<file path="src/rtl/core/odyp_pkg.sv">
// package for the ordered dither converter: widths, register indexes,
// configuration struct and the 4x4 threshold table
// no dependencies
package odyp_pkg;

    localparam int unsigned SAMPLE_W      = 8;
    localparam int unsigned CODE_W        = 8;
    localparam int unsigned LINE_W        = 13;
    localparam int unsigned THRESH_W      = 4;
    localparam int unsigned CFG_INDEX_W   = 1;
    localparam int unsigned CFG_DATA_W    = LINE_W;
    localparam int unsigned DEF_MAX_WIDTH = 4096;

    localparam logic [CFG_INDEX_W-1:0] REG_MODE       = 1'd0;
    localparam logic [CFG_INDEX_W-1:0] REG_LINE_WIDTH = 1'd1;

    localparam logic [LINE_W-1:0] LINE_WIDTH_RESET = 13'd320;

    typedef struct packed {
        logic              grey;
        logic [LINE_W-1:0] line_width;
    } odyp_cfg_t;

    // bayer threshold at (row, column)
    function automatic logic [THRESH_W-1:0] bayer_thresh(input logic [1:0] row,
                                                         input logic [1:0] col);
        logic [THRESH_W-1:0] d;
        begin
            case ({row, col})
                4'h0:    d = 4'd0;
                4'h1:    d = 4'd8;
                4'h2:    d = 4'd2;
                4'h3:    d = 4'd10;
                4'h4:    d = 4'd12;
                4'h5:    d = 4'd4;
                4'h6:    d = 4'd14;
                4'h7:    d = 4'd6;
                4'h8:    d = 4'd3;
                4'h9:    d = 4'd11;
                4'ha:    d = 4'd1;
                4'hb:    d = 4'd9;
                4'hc:    d = 4'd15;
                4'hd:    d = 4'd7;
                4'he:    d = 4'd13;
                4'hf:    d = 4'd5;
                default: d = 4'd0;
            endcase
            return d;
        end
    endfunction

endpackage

</file>
<file path="src/rtl/core/odyp_raster.sv">
// raster position tracker: column counter, row phase, threshold select
// depends on odyp_pkg
module odyp_raster #(
    parameter int unsigned MAX_WIDTH = odyp_pkg::DEF_MAX_WIDTH
) (
    input  logic                            clk,
    input  logic                            rst_n,
    input  logic                            advance,
    input  logic                            frame_start,
    input  odyp_pkg::odyp_cfg_t             cfg,
    output logic [odyp_pkg::THRESH_W-1:0]   thresh
);
    import odyp_pkg::*;

    localparam int unsigned COL_W = $clog2(MAX_WIDTH);
    localparam int unsigned CMP_W = (COL_W + 1 > LINE_W) ? COL_W + 1 : LINE_W;

    logic [COL_W-1:0] col_reg, col_next, col_cur;
    logic [1:0]       row_reg, row_next, row_cur;
    logic [CMP_W-1:0] col_inc;
    logic             wrap;

    // frame start clears the position before this pixel is converted
    assign col_cur = frame_start ? '0 : col_reg;
    assign row_cur = frame_start ? 2'd0 : row_reg;

    assign thresh = bayer_thresh(row_cur, col_cur[1:0]);

    assign col_inc = CMP_W'(col_cur) + CMP_W'(1);
    assign wrap    = (col_inc >= CMP_W'(cfg.line_width)) || (col_inc >= CMP_W'(MAX_WIDTH));

    always_comb
    begin
        col_next = col_reg;
        row_next = row_reg;
        if (advance)
        begin
            if (wrap)
            begin
                col_next = '0;
                row_next = row_cur + 2'd1;
            end
            else
            begin
                col_next = col_inc[COL_W-1:0];
                row_next = row_cur;
            end
        end
    end

    always_ff @(posedge clk or negedge rst_n)
    begin
        if (!rst_n)
        begin
            col_reg <= '0;
            row_reg <= 2'd0;
        end
        else
        begin
            col_reg <= col_next;
            row_reg <= row_next;
        end
    end

endmodule

</file>
<file path="src/rtl/core/odyp_convert.sv">
// pixel conversion: dithered palette index or rounded grey level
// depends on odyp_pkg
module odyp_convert (
    input  logic [odyp_pkg::SAMPLE_W-1:0] luma,
    input  logic [odyp_pkg::SAMPLE_W-1:0] chroma_u,
    input  logic [odyp_pkg::SAMPLE_W-1:0] chroma_v,
    input  logic [odyp_pkg::THRESH_W-1:0] thresh,
    input  odyp_pkg::odyp_cfg_t           cfg,
    output logic [odyp_pkg::CODE_W-1:0]   pixel_code
);
    import odyp_pkg::*;

    logic [8:0] y_sum, y_off, u_sum, v_sum, u_off, v_off;
    logic [4:0] y_q;
    logic [3:0] y4;
    logic [3:0] u_q, v_q;
    logic [1:0] u2, v2;
    logic [3:0] grey;

    assign y_sum = 9'(luma) + 9'(thresh);
    assign y_off = y_sum - 9'd8;
    assign y_q   = y_off[8:4];

    always_comb
    begin
        if (y_sum < 9'd40)
            y4 = 4'd2;
        else if (y_q > 5'd14)
            y4 = 4'd14;
        else
            y4 = y_q[3:0];
    end

    assign u_sum = 9'(chroma_u) + {4'd0, thresh, 1'b0};
    assign v_sum = 9'(chroma_v) + {4'd0, thresh, 1'b0};
    assign u_off = u_sum - 9'd80;
    assign v_off = v_sum - 9'd80;
    assign u_q   = u_off[8:5];
    assign v_q   = v_off[8:5];

    always_comb
    begin
        if (u_sum < 9'd80)
            u2 = 2'd0;
        else if (u_q > 4'd3)
            u2 = 2'd3;
        else
            u2 = u_q[1:0];

        if (v_sum < 9'd80)
            v2 = 2'd0;
        else if (v_q > 4'd3)
            v2 = 2'd3;
        else
            v2 = v_q[1:0];
    end

    // round up when the low nibble is above eight, saturating at 15
    assign grey = ((luma[3:0] > 4'd8) && (luma[7:4] != 4'hf)) ? luma[7:4] + 4'd1 : luma[7:4];

    assign pixel_code = cfg.grey ? {4'd0, grey} : {y4, u2, v2};

endmodule

</file>
<file path="src/rtl/core/ordered_dither_yuv_to_palette.sv">
// top level of the ordered dither yuv to palette converter
// depends on odyp_pkg, odyp_raster, odyp_convert
//
// channel  | signals                                  | direction | handshake
// ---------+------------------------------------------+-----------+-----------------
// pixel in | in_valid in_stall luma chroma_u/v        | input     | valid and !stall
//          | frame_start                              |           |
// code out | out_valid out_stall pixel_code           | output    | valid and !stall
// config   | cfg_valid cfg_ready cfg_index cfg_data   | input     | valid and ready
//
// one word per clock sustained while out_stall stays low; a word taken sits in the input register,
// the conversion logic then loads its code into the result register, and the code leaves
// from the result register when out_valid is high and out_stall is low
// the threshold is chosen from the raster position when the word is taken
// reset clears the position, the valid flags, mode to colour and line width to 320
// a stall on the output holds the result; the input register takes one more word if it is empty,
// after which in_stall follows out_stall
module ordered_dither_yuv_to_palette #(
    parameter int unsigned MAX_WIDTH = odyp_pkg::DEF_MAX_WIDTH
) (
    input  logic                              clk,
    input  logic                              rst_n,
    // pixel input channel
    input  logic                              in_valid,
    output logic                              in_stall,
    input  logic [odyp_pkg::SAMPLE_W-1:0]     luma,
    input  logic [odyp_pkg::SAMPLE_W-1:0]     chroma_u,
    input  logic [odyp_pkg::SAMPLE_W-1:0]     chroma_v,
    input  logic                              frame_start,
    // result channel
    output logic                              out_valid,
    input  logic                              out_stall,
    output logic [odyp_pkg::CODE_W-1:0]       pixel_code,
    // configuration write channel
    input  logic                              cfg_valid,
    output logic                              cfg_ready,
    input  logic [odyp_pkg::CFG_INDEX_W-1:0]  cfg_index,
    input  logic [odyp_pkg::CFG_DATA_W-1:0]   cfg_data
);
    import odyp_pkg::*;

    // configuration registers
    logic              grey_reg;
    logic [LINE_W-1:0] line_width_reg;
    odyp_cfg_t         cfg;

    // input register stage
    logic                s1_valid_reg;
    logic [SAMPLE_W-1:0] luma_reg, cu_reg, cv_reg;
    logic [THRESH_W-1:0] thresh_reg;

    // result register stage
    logic                out_valid_reg;
    logic [CODE_W-1:0]   pixel_code_reg;

    logic                out_free;
    logic                s1_move;
    logic                in_take;
    logic [THRESH_W-1:0] thresh;
    logic [CODE_W-1:0]   code_next;

    assign cfg_ready = 1'b1;

    always_ff @(posedge clk or negedge rst_n)
    begin
        if (!rst_n)
        begin
            grey_reg       <= 1'b0;
            line_width_reg <= LINE_WIDTH_RESET;
        end
        else if (cfg_valid && cfg_ready)
        begin
            case (cfg_index)
                REG_MODE:       grey_reg       <= cfg_data[0];
                REG_LINE_WIDTH: line_width_reg <= cfg_data[LINE_W-1:0];
                default:        ;
            endcase
        end
    end

    assign cfg.grey       = grey_reg;
    assign cfg.line_width = line_width_reg;

    // result register can load when empty or being taken this cycle
    assign out_free = !out_valid_reg || !out_stall;
    assign s1_move  = s1_valid_reg && out_free;
    // input register can load when empty or moving on
    assign in_stall = s1_valid_reg && !out_free;
    assign in_take  = in_valid && !in_stall;

    // raster position advances once for every word taken
    odyp_raster #(
        .MAX_WIDTH (MAX_WIDTH)
    ) u_raster (
        .clk         (clk),
        .rst_n       (rst_n),
        .advance     (in_take),
        .frame_start (frame_start),
        .cfg         (cfg),
        .thresh      (thresh)
    );

    always_ff @(posedge clk or negedge rst_n)
    begin
        if (!rst_n)
            s1_valid_reg <= 1'b0;
        else if (in_take)
            s1_valid_reg <= 1'b1;
        else if (s1_move)
            s1_valid_reg <= 1'b0;
    end

    always_ff @(posedge clk)
    begin
        if (in_take)
        begin
            luma_reg   <= luma;
            cu_reg     <= chroma_u;
            cv_reg     <= chroma_v;
            thresh_reg <= thresh;
        end
    end

    odyp_convert u_convert (
        .luma       (luma_reg),
        .chroma_u   (cu_reg),
        .chroma_v   (cv_reg),
        .thresh     (thresh_reg),
        .cfg        (cfg),
        .pixel_code (code_next)
    );

    always_ff @(posedge clk or negedge rst_n)
    begin
        if (!rst_n)
            out_valid_reg <= 1'b0;
        else if (out_free)
            out_valid_reg <= s1_valid_reg;
    end

    always_ff @(posedge clk)
    begin
        if (s1_move)
            pixel_code_reg <= code_next;
    end

    assign out_valid  = out_valid_reg;
    assign pixel_code = pixel_code_reg;

endmodule

</file>
<file path="config.mk">
export PLATFORM = sky130hd
export DESIGN_NAME = ordered_dither_yuv_to_palette
export DESIGN_NICKNAME = d
export VERILOG_FILES = /design/src/rtl/core/odyp_pkg.sv /design/src/rtl/core/odyp_raster.sv /design/src/rtl/core/odyp_convert.sv /design/src/rtl/core/ordered_dither_yuv_to_palette.sv
export SDC_FILE = /design/constraint.sdc
export NUM_CORES = 1
export LEC_CHECK = 0
export BUFFER_PORTS_ARGS = -buffer_cell sky130_fd_sc_hd__buf_4
export CORE_ASPECT_RATIO = 2
export CORE_MARGIN = 8
export CORE_UTILIZATION = 53
export CTS_CLUSTER_DIAMETER = 200
export DETAILED_ROUTE_END_ITERATION = 12
export PLACE_DENSITY_LB_ADDON = 0.08
export SETUP_SLACK_MARGIN = 0.3
export SYNTH_ARGS = -nofsm -noshare
export SYNTH_HDL_FRONTEND = slang
export SYNTH_HIERARCHICAL = 1
export SYNTH_SLANG_ARGS = --single-unit
</file>
<file path="constraint.sdc">
create_clock -name clk -period 3.28 [get_ports clk]
set_input_delay 0.82 -clock clk [delete_from_list [all_inputs] [get_ports clk]]
set_output_delay 0.82 -clock clk [all_outputs]
set_load 0.005 [all_outputs]
</file>
==> reports/metrics.cfg <==
[global_route]
antenna_found_initial=0
grt_pass1_vias=3603
grt_pass1_wl_um=16220
overflow=0
grt_usage=0.1893
grt_max_degree=31

[detailed_routing]
drtAntennaViolNets=0
routed_via_density=5.912
avgRoutedWirePerCell_um=18.26
drt-initial-drc-count=122
drtPass1Iterations=4
wirelength_um=10370
drc=0
vias=3358

[setup_path]
cpLargestDelayFamily=simple AND/OR/NAND/NOR gates
arrival_ns=3.16
critPathRequiredTime_ns=3.36
r2r_slack_ns=0.20
cp_max_fo=2
endpoint_kind=register
slowest_stage=or4b_1
critical_path_buf_inv_count=0
reg2reg_depth=11
path_class=register to register
reg2reg_from=luma_reg[3]$_DFFE_PP_
crit_chain=ha_2, or3_4, o22a_4, xnor2_2, ha_2, or4b_4, o311ai_2, nor3_2, or4b_1, nand3_1, nor2_1
r2r_end=pixel_code[4]$_DFFE_PP_
start_kind=register
cp_slowest_stage_delay_ns=0.47
crit_top_cell=ha_2

[synth]
syn_avg_cell_area_um2=10.45
ys_warn_count=6
syn_nets=460
syn-instance-count=389
synth_area_mm2=0.004064

[floorplan]
die_h_um=139.8
start_util=0.5386
core_mm2=0.007545
dieArea_mm2=0.01090
io_pins=55
chipWidth_um=77.92
placementRows=45

[final_layout]
num_antenna_cells=0
nNetsFinal=540
final_area_mm2=0.005228
fin_cells=568
drive_gt1_frac=0.3333
largest_reg_flops=13
regArea_mm2=0.001775
multi_input_area_mm2=0.002328
syn2layout_area_growth_pct=28.63
fill_cells=580

[clock_network]
cts_buffers=9
htreeDepth=3
cts_root_buf=clkbuf_16
clock_sinks=64
clk_pin_slew_ns=0.05
postCtsHoldBufs=0
clock_latency_ns=0.33
cts.path.max_buffers=2
cts_tree=yes

[pwr]
p_total_mw=2.566
p_leak_nw=2.287
p_per_area_mw_per_mm2=490.9
ir_drop_uv=359.0

[sta]
finalHoldViolCount=0
timing.fmax_mhz=324.3
period_needed_ns=3.084
drv_slew=0
rsz0062_at_grt=true
finClkSkew_ns=0.005269
fin_crit_sh=0.9401
setup_violations=0
tns_ns=0

[run]
cap_violations=0

[place]
dp_hpwl_um=7777
gp_congestion=0.8966
io_buffer_count=51
dpl.cell_count=548
placed_area_mm2=0.004801

[hold_path]
hold_class=primary input to async pin

[status]
status=completed

==> layout by cell type, fill, tap and decap left out, types with 8 or more instances in the layout <==
cell        n
a21oi_1    12
buf_4      84
clkbuf_16   9
dfrtp_1    27
edfxtp_1   34
ha_1       21
inv_1      25
mux2_4     10
nand2_1    28
nand3_1    13
nand4_1    11
nor2_1     21
nor2b_1    11
o21ai_0     8
xnor2_1    16
==> worst max path at each step <==
| stage | cells past startpoint | start | slack (ns) | to |
|---|---|---|---|---|
| after floorplan | 14 | frame_start | 0.05 | u_raster/row_reg[0]$_DFFE_PN0P_ |
| after global placement | 16 | frame_start | 0.01 | u_raster/row_reg[0]$_DFFE_PN0P_ |
| after detailed placement | 15 | frame_start | -0.02 | u_raster/col_reg[4]$_DFFE_PN0P_ |
| after CTS | 11 | luma_reg[3]$_DFFE_PP_ | 0.19 | pixel_code[4]$_DFFE_PP_ |
| after global routing | 11 | luma_reg[3]$_DFFE_PP_ | 0.14 | pixel_code[4]$_DFFE_PP_ |
| final | 11 | luma_reg[3]$_DFFE_PP_ | 0.20 | pixel_code[4]$_DFFE_PP_ |
==> worst register-to-register path, delay by kind of cell (launching register included) <==
| kind | cells | cell delay (ns) |
|---|---|---|
| xor+xnor | 1 | 0.13 |
| fa+ha+maj | 2 | 0.40 |
| flops | 1 | 0.39 |
| compound gates | 2 | 0.38 |
| simple gates | 6 | 1.55 |
==> per-layer routing <==
| metal | share of wire | GRT usage | vias to the layer above |
|---|---|---|---|
| met1 | 0.31 | 0.1447 | 1610 |
| met3 | 0.036 | 0.04516 | 43 |
| met5 | 0 | 0 | - |
| met2 | 0.59 | 0.3701 | 106 |
| li1 | - | - | 1599 |
| met4 | 0.063 | 0.1554 | 0 |
==> area by class of cell <==
class | count | area share
clock inverters | 4 | 0.008617
clock buffers | 12 | 0.04524
flip-flops and latches | 64 | 0.3396
well taps | 94 | 0.02250
repair buffers | 84 | 0.1206
inverters | 25 | 0.01795
multi-input cells | 285 | 0.4454
==> power breakdown <==
| group | leakage [nW] | total, mW | switching (mW) | internal (mW) |
|---|---|---|---|---|
| combinational | 1.46 | 0.642 | 0.324 | 0.318 |
| clock | 0.132 | 0.914 | 0.331 | 0.583 |
| sequential | 0.699 | 1.01 | 0.0648 | 0.946 |
| total | 2.29 | 2.57 | 0.720 | 1.85 |
==> repair_timing <==
action                                 CTS  global route
setup endpoints to repair                8            18
pin swaps                                5             2
resized for setup                        4            15
endpoints found under the hold margin    0             0
setup buffers                            3             1
==> metrics by stage <==
step / util / hold slack (ns) / setup WS (ns)
floorplan: - / 0.4424 / 0.04925
global placement: 0.6363 / 0.4509 / 0.01074
detailed placement: 0.6363 / 0.4694 / -0.01837
CTS: 0.6786 / 0.4149 / 0.1929
global route: 0.6929 / 0.4449 / 0.1430
finish: 0.6929 / 0.4185 / 0.1964
No activity file was read; power rests on OpenSTA's default activity.
